## config.mk

```make
export PLATFORM = sky130hd
export DESIGN_NAME = strict_transaction_parser
export DESIGN_NICKNAME = d
export VERILOG_FILES = /design/src/stp_pkg.sv /design/src/strict_transaction_parser.sv
export SDC_FILE = /design/constraint.sdc
export NUM_CORES = 1
export LEC_CHECK = 0
export BUFFER_PORTS_ARGS = -buffer_cell sky130_fd_sc_hd__buf_4
export CELL_PAD_IN_SITES_DETAIL_PLACEMENT = 0
export CELL_PAD_IN_SITES_GLOBAL_PLACEMENT = 2
export CORE_UTILIZATION = 40
export DETAILED_ROUTE_END_ITERATION = 8
export GPL_ROUTABILITY_DRIVEN = 1
export GPL_TIMING_DRIVEN = 1
export PLACE_DENSITY = 0.9
export SLEW_MARGIN = 20
export SYNTH_ARGS = -nofsm -noshare
export SYNTH_HDL_FRONTEND = slang
export SYNTH_SLANG_ARGS = --single-unit
```

## constraint.sdc

```tcl
create_clock -name clk -period 14 [get_ports clk]
set_clock_uncertainty 0.15 [all_clocks]
set_input_delay 1.4 -clock clk [delete_from_list [all_inputs] [get_ports clk]]
set_output_delay 1.4 -clock clk [all_outputs]
set_load 0.01 [all_outputs]
```

## src/stp_pkg.sv

```systemverilog
`timescale 1ns / 1ps

package stp_pkg;

  localparam int COUNT_BITS_DEF = 32;
  localparam int HASH_BYTES     = 32;

  localparam int IN_TDATA_W  = 8;
  localparam int OUT_TDATA_W = 104;
  localparam int OUT_TUSER_W = 5;

  // CompactSize prefixes
  localparam logic [7:0] VI_TAG16 = 8'hfd;
  localparam logic [7:0] VI_TAG32 = 8'hfe;
  localparam logic [7:0] VI_NONE  = 8'h00;

  typedef enum logic [16:0] {
    PH_VER    = 17'h00001,
    PH_FLAG   = 17'h00002,
    PH_INCNT  = 17'h00004,
    PH_TXID   = 17'h00008,
    PH_VOUT   = 17'h00010,
    PH_SIGLEN = 17'h00020,
    PH_SIG    = 17'h00040,
    PH_SEQ    = 17'h00080,
    PH_OUTCNT = 17'h00100,
    PH_VAL    = 17'h00200,
    PH_SPKLEN = 17'h00400,
    PH_SPK    = 17'h00800,
    PH_WITCNT = 17'h01000,
    PH_WITLEN = 17'h02000,
    PH_WIT    = 17'h04000,
    PH_LOCK   = 17'h08000,
    PH_DONE   = 17'h10000
  } phase_t;

  localparam logic [3:0] KIND_VERSION  = 4'd0;
  localparam logic [3:0] KIND_FLAG     = 4'd1;
  localparam logic [3:0] KIND_INCNT    = 4'd2;
  localparam logic [3:0] KIND_TXID     = 4'd3;
  localparam logic [3:0] KIND_VOUT     = 4'd4;
  localparam logic [3:0] KIND_SIGLEN   = 4'd5;
  localparam logic [3:0] KIND_SIGBYTE  = 4'd6;
  localparam logic [3:0] KIND_SEQ      = 4'd7;
  localparam logic [3:0] KIND_OUTCNT   = 4'd8;
  localparam logic [3:0] KIND_VALUE    = 4'd9;
  localparam logic [3:0] KIND_SPKLEN   = 4'd10;
  localparam logic [3:0] KIND_SPKBYTE  = 4'd11;
  localparam logic [3:0] KIND_WITCNT   = 4'd12;
  localparam logic [3:0] KIND_WITLEN   = 4'd13;
  localparam logic [3:0] KIND_WITBYTE  = 4'd14;
  localparam logic [3:0] KIND_LOCKTIME = 4'd15;

  localparam logic [2:0] ST_RUNNING     = 3'd0;
  localparam logic [2:0] ST_ACCEPTED    = 3'd1;
  localparam logic [2:0] ST_TRUNCATED   = 3'd2;
  localparam logic [2:0] ST_NONCANON    = 3'd3;
  localparam logic [2:0] ST_ZERO_FLAG   = 3'd4;
  localparam logic [2:0] ST_ZERO_INPUTS = 3'd5;
  localparam logic [2:0] ST_TRAILING    = 3'd6;
  localparam logic [2:0] ST_OVERSIZE    = 3'd7;

  typedef struct packed {
    logic        valid;
    logic [3:0]  kind;
    logic [63:0] value;
    logic [31:0] index;
    logic [2:0]  status;
  } result_t;

endpackage

```

## src/strict_transaction_parser.sv

```systemverilog
`timescale 1ns / 1ps

// The result beat for a byte is registered and is on out_* in the cycle after that byte's beat is taken.
// Throughput: one byte per cycle while in_tready is high; a single pass of the phase/counter update logic per byte.
// in_tready stays high while the result register is empty or being drained this cycle.
// Reset: rst_n is synchronous, active low, and clears all parser state and out_tvalid.
// Parser state also returns to its reset values after every beat that carries in_tlast.

module strict_transaction_parser #(
  parameter int COUNT_BITS = stp_pkg::COUNT_BITS_DEF
) (
  input  logic                             clk,
  input  logic                             rst_n,
  input  logic                             in_tvalid,
  output logic                             in_tready,
  input  logic [stp_pkg::IN_TDATA_W-1:0]   in_tdata,   // [7:0] data_byte
  input  logic                             in_tlast,   // last_byte
  output logic                             out_tvalid,
  input  logic                             out_tready,
  output logic [stp_pkg::OUT_TDATA_W-1:0]  out_tdata,  // [63:0] field_value,
                                                       // [95:64] item_index,
                                                       // [98:96] parse_status, rest zero
  output logic [stp_pkg::OUT_TUSER_W-1:0]  out_tuser   // [0] field_valid, [4:1] field_kind
);

  // Largest count or length the counters can hold.
  localparam logic [63:0]           CNT_MAX  = {64{1'b1}} >> (64 - COUNT_BITS);
  localparam logic [COUNT_BITS-1:0] CNT_ONE  = COUNT_BITS'(1);
  localparam logic [COUNT_BITS-1:0] CNT_ZERO = '0;
  localparam logic [5:0]            HASH_END = 6'(stp_pkg::HASH_BYTES - 1);

  // ---------------------------------------------------------------------------
  // State registers
  // ---------------------------------------------------------------------------
  stp_pkg::phase_t        phase_r, phase_nxt;
  logic [5:0]             cnt_r, cnt_nxt;         // bytes taken of the current field
  logic [63:0]            acc_r, acc_nxt;         // little-endian field accumulator
  logic [7:0]             tag_r, tag_nxt;         // CompactSize prefix, zero when none
  logic                   segwit_r, segwit_nxt;
  logic [COUNT_BITS-1:0]  in_total_r, in_total_nxt;
  logic [COUNT_BITS-1:0]  entries_r, entries_nxt;
  logic [COUNT_BITS-1:0]  stack_r, stack_nxt;
  logic [COUNT_BITS-1:0]  payload_r, payload_nxt;
  logic [COUNT_BITS-1:0]  cursor_r, cursor_nxt;
  logic [2:0]             err_r, err_nxt;

  stp_pkg::result_t       res_r, res_nxt;
  logic                   out_valid_r;

  logic in_acc;
  logic state_clr;

  // A new byte is taken whenever the result register is free or drains now.
  assign in_tready = !out_valid_r || out_tready;
  assign in_acc    = in_tvalid && in_tready;
  assign state_clr = !rst_n || (in_acc && in_tlast);

  // ---------------------------------------------------------------------------
  // Fixed-width little-endian field step
  // ---------------------------------------------------------------------------
  logic [63:0] byte_sh;
  logic [63:0] merged;
  logic [3:0]  fix_need;
  logic        fix_done;
  logic        is_varint;

  assign byte_sh = 64'(in_tdata) << {cnt_r[2:0], 3'b000};
  assign merged  = acc_r | byte_sh;

  assign is_varint = (phase_r == stp_pkg::PH_INCNT)  || (phase_r == stp_pkg::PH_SIGLEN) ||
                     (phase_r == stp_pkg::PH_OUTCNT) || (phase_r == stp_pkg::PH_SPKLEN) ||
                     (phase_r == stp_pkg::PH_WITCNT) || (phase_r == stp_pkg::PH_WITLEN);

  always_comb begin
    if (is_varint) begin
      if (tag_r == stp_pkg::VI_TAG16) begin
        fix_need = 4'd2;
      end else if (tag_r == stp_pkg::VI_TAG32) begin
        fix_need = 4'd4;
      end else begin
        fix_need = 4'd8;
      end
    end else if (phase_r == stp_pkg::PH_VAL) begin
      fix_need = 4'd8;
    end else begin
      fix_need = 4'd4;
    end
  end

  assign fix_done = (cnt_r + 6'd1) >= {2'b00, fix_need};

  // ---------------------------------------------------------------------------
  // CompactSize step: pending, done with a value, or rejected with a code
  // ---------------------------------------------------------------------------
  logic                  vi_done;
  logic                  vi_rej;
  logic [2:0]            vi_code;
  logic [63:0]           vi_val;
  logic [COUNT_BITS-1:0] vi_cnt;
  logic [7:0]            vi_tag_nxt;
  logic [5:0]            vi_cnt_nxt;
  logic [63:0]           vi_acc_nxt;
  logic                  vi_check;
  logic                  vi_canon;

  always_comb begin
    if (tag_r == stp_pkg::VI_TAG16) begin
      vi_canon = merged[15:0] >= {8'h00, stp_pkg::VI_TAG16};
    end else if (tag_r == stp_pkg::VI_TAG32) begin
      vi_canon = |merged[31:16];
    end else begin
      vi_canon = |merged[63:32];
    end
  end

  always_comb begin
    vi_done    = 1'b0;
    vi_rej     = 1'b0;
    vi_code    = stp_pkg::ST_RUNNING;
    vi_val     = merged;
    vi_tag_nxt = tag_r;
    vi_cnt_nxt = cnt_r + 6'd1;
    vi_acc_nxt = merged;
    vi_check   = 1'b0;
    if (tag_r == stp_pkg::VI_NONE) begin
      vi_cnt_nxt = 6'd0;
      vi_acc_nxt = 64'd0;
      if (in_tdata < stp_pkg::VI_TAG16) begin
        vi_val   = 64'(in_tdata);
        vi_check = 1'b1;
      end else begin
        vi_tag_nxt = in_tdata;
      end
    end else if (fix_done) begin
      vi_tag_nxt = stp_pkg::VI_NONE;
      vi_cnt_nxt = 6'd0;
      vi_acc_nxt = 64'd0;
      if (!vi_canon) begin
        vi_rej  = 1'b1;
        vi_code = stp_pkg::ST_NONCANON;
      end else begin
        vi_check = 1'b1;
      end
    end
    if (vi_check) begin
      if (vi_val > CNT_MAX) begin
        vi_rej  = 1'b1;
        vi_code = stp_pkg::ST_OVERSIZE;
      end else begin
        vi_done = 1'b1;
      end
    end
  end

  assign vi_cnt = COUNT_BITS'(vi_val);

  // ---------------------------------------------------------------------------
  // Phase walk
  // ---------------------------------------------------------------------------
  logic go_out_done;
  logic go_after_out;
  logic go_wit_done;
  logic go_stack_done;

  always_comb begin
    phase_nxt    = phase_r;
    cnt_nxt      = cnt_r;
    acc_nxt      = acc_r;
    tag_nxt      = tag_r;
    segwit_nxt   = segwit_r;
    in_total_nxt = in_total_r;
    entries_nxt  = entries_r;
    stack_nxt    = stack_r;
    payload_nxt  = payload_r;
    cursor_nxt   = cursor_r;
    err_nxt      = err_r;

    res_nxt        = '0;
    go_out_done    = 1'b0;
    go_after_out   = 1'b0;
    go_wit_done    = 1'b0;
    go_stack_done  = 1'b0;

    // After an error the rest of the buffer is dropped.
    if (err_r == stp_pkg::ST_RUNNING) begin
      if (is_varint) begin
        tag_nxt = vi_tag_nxt;
        cnt_nxt = vi_cnt_nxt;
        acc_nxt = vi_acc_nxt;
        if (vi_rej) begin
          err_nxt = vi_code;
        end
      end

      case (phase_r)
        stp_pkg::PH_VER: begin
          cnt_nxt = fix_done ? 6'd0 : cnt_r + 6'd1;
          acc_nxt = fix_done ? 64'd0 : merged;
          if (fix_done) begin
            res_nxt.valid = 1'b1;
            res_nxt.kind  = stp_pkg::KIND_VERSION;
            res_nxt.value = merged;
            phase_nxt     = stp_pkg::PH_INCNT;
          end
        end
        stp_pkg::PH_FLAG: begin
          if (in_tdata == 8'd0) begin
            err_nxt = stp_pkg::ST_ZERO_FLAG;
          end else begin
            res_nxt.valid = 1'b1;
            res_nxt.kind  = stp_pkg::KIND_FLAG;
            res_nxt.value = 64'(in_tdata);
            segwit_nxt    = 1'b1;
            phase_nxt     = stp_pkg::PH_INCNT;
          end
        end
        stp_pkg::PH_INCNT: begin
          if (vi_done) begin
            // Zero count before the flag is the segwit marker.
            if (vi_val == 64'd0 && segwit_r) begin
              err_nxt = stp_pkg::ST_ZERO_INPUTS;
            end else begin
              res_nxt.valid = 1'b1;
              res_nxt.kind  = stp_pkg::KIND_INCNT;
              res_nxt.value = vi_val;
              if (vi_val == 64'd0) begin
                phase_nxt = stp_pkg::PH_FLAG;
              end else begin
                in_total_nxt = vi_cnt;
                entries_nxt  = vi_cnt;
                cursor_nxt   = CNT_ZERO;
                phase_nxt    = stp_pkg::PH_TXID;
              end
            end
          end
        end
        stp_pkg::PH_TXID: begin
          res_nxt.valid = 1'b1;
          res_nxt.kind  = stp_pkg::KIND_TXID;
          res_nxt.value = 64'(in_tdata);
          res_nxt.index = 32'(cursor_r);
          if (cnt_r == HASH_END) begin
            cnt_nxt   = 6'd0;
            phase_nxt = stp_pkg::PH_VOUT;
          end else begin
            cnt_nxt = cnt_r + 6'd1;
          end
        end
        stp_pkg::PH_VOUT: begin
          cnt_nxt = fix_done ? 6'd0 : cnt_r + 6'd1;
          acc_nxt = fix_done ? 64'd0 : merged;
          if (fix_done) begin
            res_nxt.valid = 1'b1;
            res_nxt.kind  = stp_pkg::KIND_VOUT;
            res_nxt.value = merged;
            res_nxt.index = 32'(cursor_r);
            phase_nxt     = stp_pkg::PH_SIGLEN;
          end
        end
        stp_pkg::PH_SIGLEN: begin
          if (vi_done) begin
            res_nxt.valid = 1'b1;
            res_nxt.kind  = stp_pkg::KIND_SIGLEN;
            res_nxt.value = vi_val;
            res_nxt.index = 32'(cursor_r);
            payload_nxt   = vi_cnt;
            phase_nxt     = (vi_val != 64'd0) ? stp_pkg::PH_SIG : stp_pkg::PH_SEQ;
          end
        end
        stp_pkg::PH_SIG: begin
          res_nxt.valid = 1'b1;
          res_nxt.kind  = stp_pkg::KIND_SIGBYTE;
          res_nxt.value = 64'(in_tdata);
          res_nxt.index = 32'(cursor_r);
          payload_nxt   = payload_r - CNT_ONE;
          if (payload_r == CNT_ONE) begin
            phase_nxt = stp_pkg::PH_SEQ;
          end
        end
        stp_pkg::PH_SEQ: begin
          cnt_nxt = fix_done ? 6'd0 : cnt_r + 6'd1;
          acc_nxt = fix_done ? 64'd0 : merged;
          if (fix_done) begin
            res_nxt.valid = 1'b1;
            res_nxt.kind  = stp_pkg::KIND_SEQ;
            res_nxt.value = merged;
            res_nxt.index = 32'(cursor_r);
            entries_nxt   = entries_r - CNT_ONE;
            if (entries_r != CNT_ONE) begin
              cursor_nxt = cursor_r + CNT_ONE;
              phase_nxt  = stp_pkg::PH_TXID;
            end else begin
              cursor_nxt = CNT_ZERO;
              phase_nxt  = stp_pkg::PH_OUTCNT;
            end
          end
        end
        stp_pkg::PH_OUTCNT: begin
          if (vi_done) begin
            res_nxt.valid = 1'b1;
            res_nxt.kind  = stp_pkg::KIND_OUTCNT;
            res_nxt.value = vi_val;
            entries_nxt   = vi_cnt;
            cursor_nxt    = CNT_ZERO;
            if (vi_val != 64'd0) begin
              phase_nxt = stp_pkg::PH_VAL;
            end else begin
              go_after_out = 1'b1;
            end
          end
        end
        stp_pkg::PH_VAL: begin
          cnt_nxt = fix_done ? 6'd0 : cnt_r + 6'd1;
          acc_nxt = fix_done ? 64'd0 : merged;
          if (fix_done) begin
            res_nxt.valid = 1'b1;
            res_nxt.kind  = stp_pkg::KIND_VALUE;
            res_nxt.value = merged;
            res_nxt.index = 32'(cursor_r);
            phase_nxt     = stp_pkg::PH_SPKLEN;
          end
        end
        stp_pkg::PH_SPKLEN: begin
          if (vi_done) begin
            res_nxt.valid = 1'b1;
            res_nxt.kind  = stp_pkg::KIND_SPKLEN;
            res_nxt.value = vi_val;
            res_nxt.index = 32'(cursor_r);
            payload_nxt   = vi_cnt;
            if (vi_val != 64'd0) begin
              phase_nxt = stp_pkg::PH_SPK;
            end else begin
              go_out_done = 1'b1;
            end
          end
        end
        stp_pkg::PH_SPK: begin
          res_nxt.valid = 1'b1;
          res_nxt.kind  = stp_pkg::KIND_SPKBYTE;
          res_nxt.value = 64'(in_tdata);
          res_nxt.index = 32'(cursor_r);
          payload_nxt   = payload_r - CNT_ONE;
          go_out_done   = (payload_r == CNT_ONE);
        end
        stp_pkg::PH_WITCNT: begin
          if (vi_done) begin
            res_nxt.valid = 1'b1;
            res_nxt.kind  = stp_pkg::KIND_WITCNT;
            res_nxt.value = vi_val;
            res_nxt.index = 32'(cursor_r);
            stack_nxt     = vi_cnt;
            if (vi_val != 64'd0) begin
              phase_nxt = stp_pkg::PH_WITLEN;
            end else begin
              go_stack_done = 1'b1;
            end
          end
        end
        stp_pkg::PH_WITLEN: begin
          if (vi_done) begin
            res_nxt.valid = 1'b1;
            res_nxt.kind  = stp_pkg::KIND_WITLEN;
            res_nxt.value = vi_val;
            res_nxt.index = 32'(cursor_r);
            payload_nxt   = vi_cnt;
            if (vi_val != 64'd0) begin
              phase_nxt = stp_pkg::PH_WIT;
            end else begin
              go_wit_done = 1'b1;
            end
          end
        end
        stp_pkg::PH_WIT: begin
          res_nxt.valid = 1'b1;
          res_nxt.kind  = stp_pkg::KIND_WITBYTE;
          res_nxt.value = 64'(in_tdata);
          res_nxt.index = 32'(cursor_r);
          payload_nxt   = payload_r - CNT_ONE;
          go_wit_done   = (payload_r == CNT_ONE);
        end
        stp_pkg::PH_LOCK: begin
          cnt_nxt = fix_done ? 6'd0 : cnt_r + 6'd1;
          acc_nxt = fix_done ? 64'd0 : merged;
          if (fix_done) begin
            res_nxt.valid = 1'b1;
            res_nxt.kind  = stp_pkg::KIND_LOCKTIME;
            res_nxt.value = merged;
            phase_nxt     = stp_pkg::PH_DONE;
            if (!in_tlast) begin
              err_nxt = stp_pkg::ST_TRAILING;
            end
          end
        end
        default: begin
          // Any byte past a complete transaction is trailing data.
          err_nxt = stp_pkg::ST_TRAILING;
        end
      endcase

      // Close a witness item, then possibly its stack.
      if (go_wit_done) begin
        stack_nxt = stack_r - CNT_ONE;
        if (stack_r != CNT_ONE) begin
          phase_nxt = stp_pkg::PH_WITLEN;
        end else begin
          go_stack_done = 1'b1;
        end
      end
      if (go_stack_done) begin
        entries_nxt = entries_r - CNT_ONE;
        cursor_nxt  = cursor_r + CNT_ONE;
        phase_nxt   = (entries_r != CNT_ONE) ? stp_pkg::PH_WITCNT : stp_pkg::PH_LOCK;
      end
      // Close an output, then possibly the output list.
      if (go_out_done) begin
        entries_nxt = entries_r - CNT_ONE;
        cursor_nxt  = cursor_r + CNT_ONE;
        if (entries_r != CNT_ONE) begin
          phase_nxt = stp_pkg::PH_VAL;
        end else begin
          go_after_out = 1'b1;
        end
      end
      if (go_after_out) begin
        if (segwit_r) begin
          entries_nxt = in_total_r;
          cursor_nxt  = CNT_ZERO;
          phase_nxt   = stp_pkg::PH_WITCNT;
        end else begin
          phase_nxt = stp_pkg::PH_LOCK;
        end
      end
    end

    // Sticky error first, then end-of-buffer verdict.
    if (err_nxt != stp_pkg::ST_RUNNING) begin
      res_nxt.status = err_nxt;
    end else if (in_tlast) begin
      res_nxt.status = (phase_nxt == stp_pkg::PH_DONE) ? stp_pkg::ST_ACCEPTED
                                                       : stp_pkg::ST_TRUNCATED;
    end else begin
      res_nxt.status = stp_pkg::ST_RUNNING;
    end
  end

  // ---------------------------------------------------------------------------
  // Registers
  // ---------------------------------------------------------------------------
  always_ff @(posedge clk) begin
    if (state_clr) begin
      phase_r    <= stp_pkg::PH_VER;
      cnt_r      <= 6'd0;
      acc_r      <= 64'd0;
      tag_r      <= stp_pkg::VI_NONE;
      segwit_r   <= 1'b0;
      in_total_r <= CNT_ZERO;
      entries_r  <= CNT_ZERO;
      stack_r    <= CNT_ZERO;
      payload_r  <= CNT_ZERO;
      cursor_r   <= CNT_ZERO;
      err_r      <= stp_pkg::ST_RUNNING;
    end else if (in_acc) begin
      phase_r    <= phase_nxt;
      cnt_r      <= cnt_nxt;
      acc_r      <= acc_nxt;
      tag_r      <= tag_nxt;
      segwit_r   <= segwit_nxt;
      in_total_r <= in_total_nxt;
      entries_r  <= entries_nxt;
      stack_r    <= stack_nxt;
      payload_r  <= payload_nxt;
      cursor_r   <= cursor_nxt;
      err_r      <= err_nxt;
    end
  end

  // Result register: load on each taken byte, drop once drained.
  always_ff @(posedge clk) begin
    if (!rst_n) begin
      out_valid_r <= 1'b0;
    end else if (in_acc) begin
      out_valid_r <= 1'b1;
    end else if (out_tready) begin
      out_valid_r <= 1'b0;
    end
  end

  always_ff @(posedge clk) begin
    if (in_acc) begin
      res_r <= res_nxt;
    end
  end

  assign out_tvalid = out_valid_r;
  assign out_tdata  = {5'b00000, res_r.status, res_r.index, res_r.value};
  assign out_tuser  = {res_r.kind, res_r.valid};

  // ---------------------------------------------------------------------------
  // Assertions
  // ---------------------------------------------------------------------------
  a_tlast_restarts: assert property (@(posedge clk) disable iff (!rst_n)
    (in_acc && in_tlast) |=> (phase_r == stp_pkg::PH_VER && err_r == stp_pkg::ST_RUNNING &&
                              tag_r == stp_pkg::VI_NONE && !segwit_r))
    else $error("parser state not cleared after last beat");

  a_error_sticky: assert property (@(posedge clk) disable iff (!rst_n)
    (in_acc && !in_tlast && err_r != stp_pkg::ST_RUNNING) |=>
      (err_r == $past(err_r) && !res_r.valid && res_r.status == $past(err_r)))
    else $error("error code changed or field emitted after error");

  a_idle_fields_zero: assert property (@(posedge clk) disable iff (!rst_n)
    (out_tvalid && !res_r.valid) |->
      (res_r.kind == 4'd0 && res_r.value == 64'd0 && res_r.index == 32'd0))
    else $error("non-field beat carries field content");

  a_last_has_verdict: assert property (@(posedge clk) disable iff (!rst_n)
    (in_acc && in_tlast) |=> (out_tvalid && res_r.status != stp_pkg::ST_RUNNING))
    else $error("last beat left status running");

  a_ready_when_empty: assert property (@(posedge clk) disable iff (!rst_n)
    !out_valid_r |-> in_tready)
    else $error("input stalled with empty result register");

endmodule
```

==> run metrics <==
Peak Freq 0.149 GHz; Hold Path Stages 2; Total GRT Usage 28.6%; Setup CP Type flop to flop; RSZ-0062 raised after global routing no; Rows 81; Placeable Area 49300 um2; antenna fix cells 0; CTS hold repair buffers 0; chip width 226 um; post-CTS sizing 0; H-tree Lvls 2; first-pass GRT wire length 112000 um; Yosys top cell by area dfxtp_1; asr flop ratio synth 0%; leakage 0.00795 uW; DR pass1 iterations 6; Syn Area/Cell 8.01 um2; worst reg2reg setup slack 7.29 ns; worst-path cell chain or4_1 > nor4_2 > nand3_1 > nand3_1 > nor2_1 > a31oi_1 > o21ai_0 > ha_1 > o21ai_0 > a31oi_1 > o41ai_1 > o41a_1 > a21oi_1 > nor2_1 > nor2_2 > and2_1; reg-to-reg endpoint out_tdata[70]; die height 226 um; CP Capture Type flop; IO Pins 124; area grow syn2layout 13.8%; max_slew headroom 20.4%; Critical Path Source phase_r[12]; Fin Setup TNS 0 ns; Critical Path Source Type flop; number of global-route vias before repair 18100; post-synthesis sequential area ratio 41.5%; Tightest Hold Check Type flop to flop; Synth Flop Type dfxtp_1; ranking of synthesized cells by area dfxtp_1 26%, edfxtp_1 16%, nor2_1 6.8%; fin. max-slew vios 0; M3 GR Usage 4.33%; Power Density 112 nW/um2; Synth Cell Area 20100 um2; routability cong. 0.946; Fill cells 4928; clk sinks 364; max-capacitance violation count 0; Clk Latency, worst-skew pair 0.59 ns; CTS root buf clkbuf_16; clock buffer depth 3; FF-to-FF Start phase_r[12]; CP max stage delay 0.93 ns; Clock Pin Slew Worst Setup and Hold Paths 0.07 ns; total congestion overflow 0; Initial Util 40.8%; number of remaining DRC errors 0; fin util 46.4%; Post-Layout Inst Area 22900 um2; Final Cycle Share 47.9%; WL/cell 22.9 um; PortBufs 118; Period minus WS final 6.71 ns; largest net degree at the start of global routing 88; Routed Antenna Nets 0; Cell variety after synth 95; via count 20100; setup violators final 0; overall power 2570 uW; initial antenna violation count 1; share of layout cells above drive strength 1 12.1%; post-DR vias/cell 6.22; worst-path maximum fanout 23; worst min-delay path startpoint in_total_r[18]; most used routing layer met2; Mapped Cells 2508; outcome finished, final reports clean; CP top delay family simple AND/OR/NAND/NOR gates; Reg2Reg Depth 16; Syn. warnings 0; net count reported at finish 2556; detailed placer's ending HPWL 50300 um; commonest cells after routing, fill and taps aside 362 x nor2_1, 267 x a21oi_1, 260 x dfxtp_1; top cell type's share of synthesized area 25.9%; met1 usage 40.5%; #FFs+latches synth 364; most common cell after layout, fill and taps aside nor2_1; Final Hold Vio Count 0; Post-CTS Setup Repair Bufs 0; Hold Path End in_total_r[18]; Post-Route WL 74000 um; CTS buffer count 43; Worst-Margin Slew 1.18 ns; CP Data Arrival Time 6.89 ns; GR Util met2 43.8%; number of enable flip-flop cells after synthesis 104; DR iter-0 viols 2579; CP bufs+invs 0; CTS tree yes; Fin Hold WS 0.300 ns; Die ar. 51100 um2; Max VDD drop 0.0804 mV; Placed Area 21500 um2; slowest CP cell o41ai_1; required time of the critical path 14.18 ns
worst min-delay path, stage by stage, from the launching register on:
cell and delay, ns:
dfxtp_1 0.31, nand2_1 0.05, a21oi_1 0.05
sequential cells by signal, summed over array words and instances, names as in the netlist, 3 cells and up:
name	count
out_tdata	99
acc_r	64
cursor_r	32
entries_r	32
in_total_r	32
payload_r	32
stack_r	32
phase_r	17
tag_r	8
cnt_r	6
out_tuser	5
err_r	3
metrics by stage:
step / instances / setup slack (ns)
after global routing: 3230 / 6.94
final: 3230 / 7.29
after CTS: 3230 / 7.25
after floorplan: 2512 / 6.33
after global placement: 3151 / 7.52
after detailed placement: 3151 / 7.28
cell usage after synthesis (31+ instances only):
cell type / count
inv_1: 45
a21oi_1: 269
nand2_1: 217
or3_1: 32
a211oi_1: 31
nor2_1: 365
o21ai_0: 169
a22oi_1: 58
nor3_1: 102
buf_2: 32
clkbuf_1: 145
dfxtp_1: 260
nand3_1: 85
edfxtp_1: 104
and2_1: 49
nor4_1: 54
worst max path at each step:
| stage | endpoint | slack [ns] | depth (start not counted) |
|---|---|---|---|
| finish | out_tdata[70] | 7.29 | 16 |
| global route | stack_r[14] | 6.94 | 17 |
| CTS | out_tdata[70] | 7.25 | 16 |
| detailed placement | out_tdata[70] | 7.28 | 16 |
| global placement | out_tdata[95] | 7.52 | 16 |
| floorplan | payload_r[30] | 6.33 | 7 |
power by group:
part | total [uW] | internal, uW | switching (uW) | leakage, uW
Combinational | 319 | 101 | 218 | 0.00412
Clock | 1120 | 643 | 480 | 0.000688
Sequential | 1130 | 1110 | 18.8 | 0.00315
Total | 2570 | 1850 | 716 | 0.00795
layout make-up:
cell class | count | area [um2] | share of cell area (%)
inverters | 45 | 169 | 0.739
clock buffers | 61 | 1200 | 5.27
clock inverters | 18 | 181 | 0.794
flip-flops and latches | 364 | 8330 | 36.4
well taps | 664 | 831 | 3.63
repair buffers | 168 | 1260 | 5.52
multi-input cells | 1910 | 10900 | 47.6
layer usage:
metal | share of wire (%) | wire length, um
met1 | 45 | 33000
met2 | 44 | 32300
met3 | 8.2 | 6070
met4 | 3.4 | 2550
met5 | 0 | 0
cells by family after synthesis:
group	Yosys count	synth area share [%]
AO/OA/AOI/OAI	764	24.3
multiplexers	14	0.704
AND/OR/NAND/NOR	1084	26.6
adder cells (fa/ha/maj)	11	0.685
buffers and inverters	238	4.86
XOR/XNOR	32	1.40
other	1	0.0187
flip-flops	364	41.5
No activity file was read; power rests on OpenSTA's default activity.
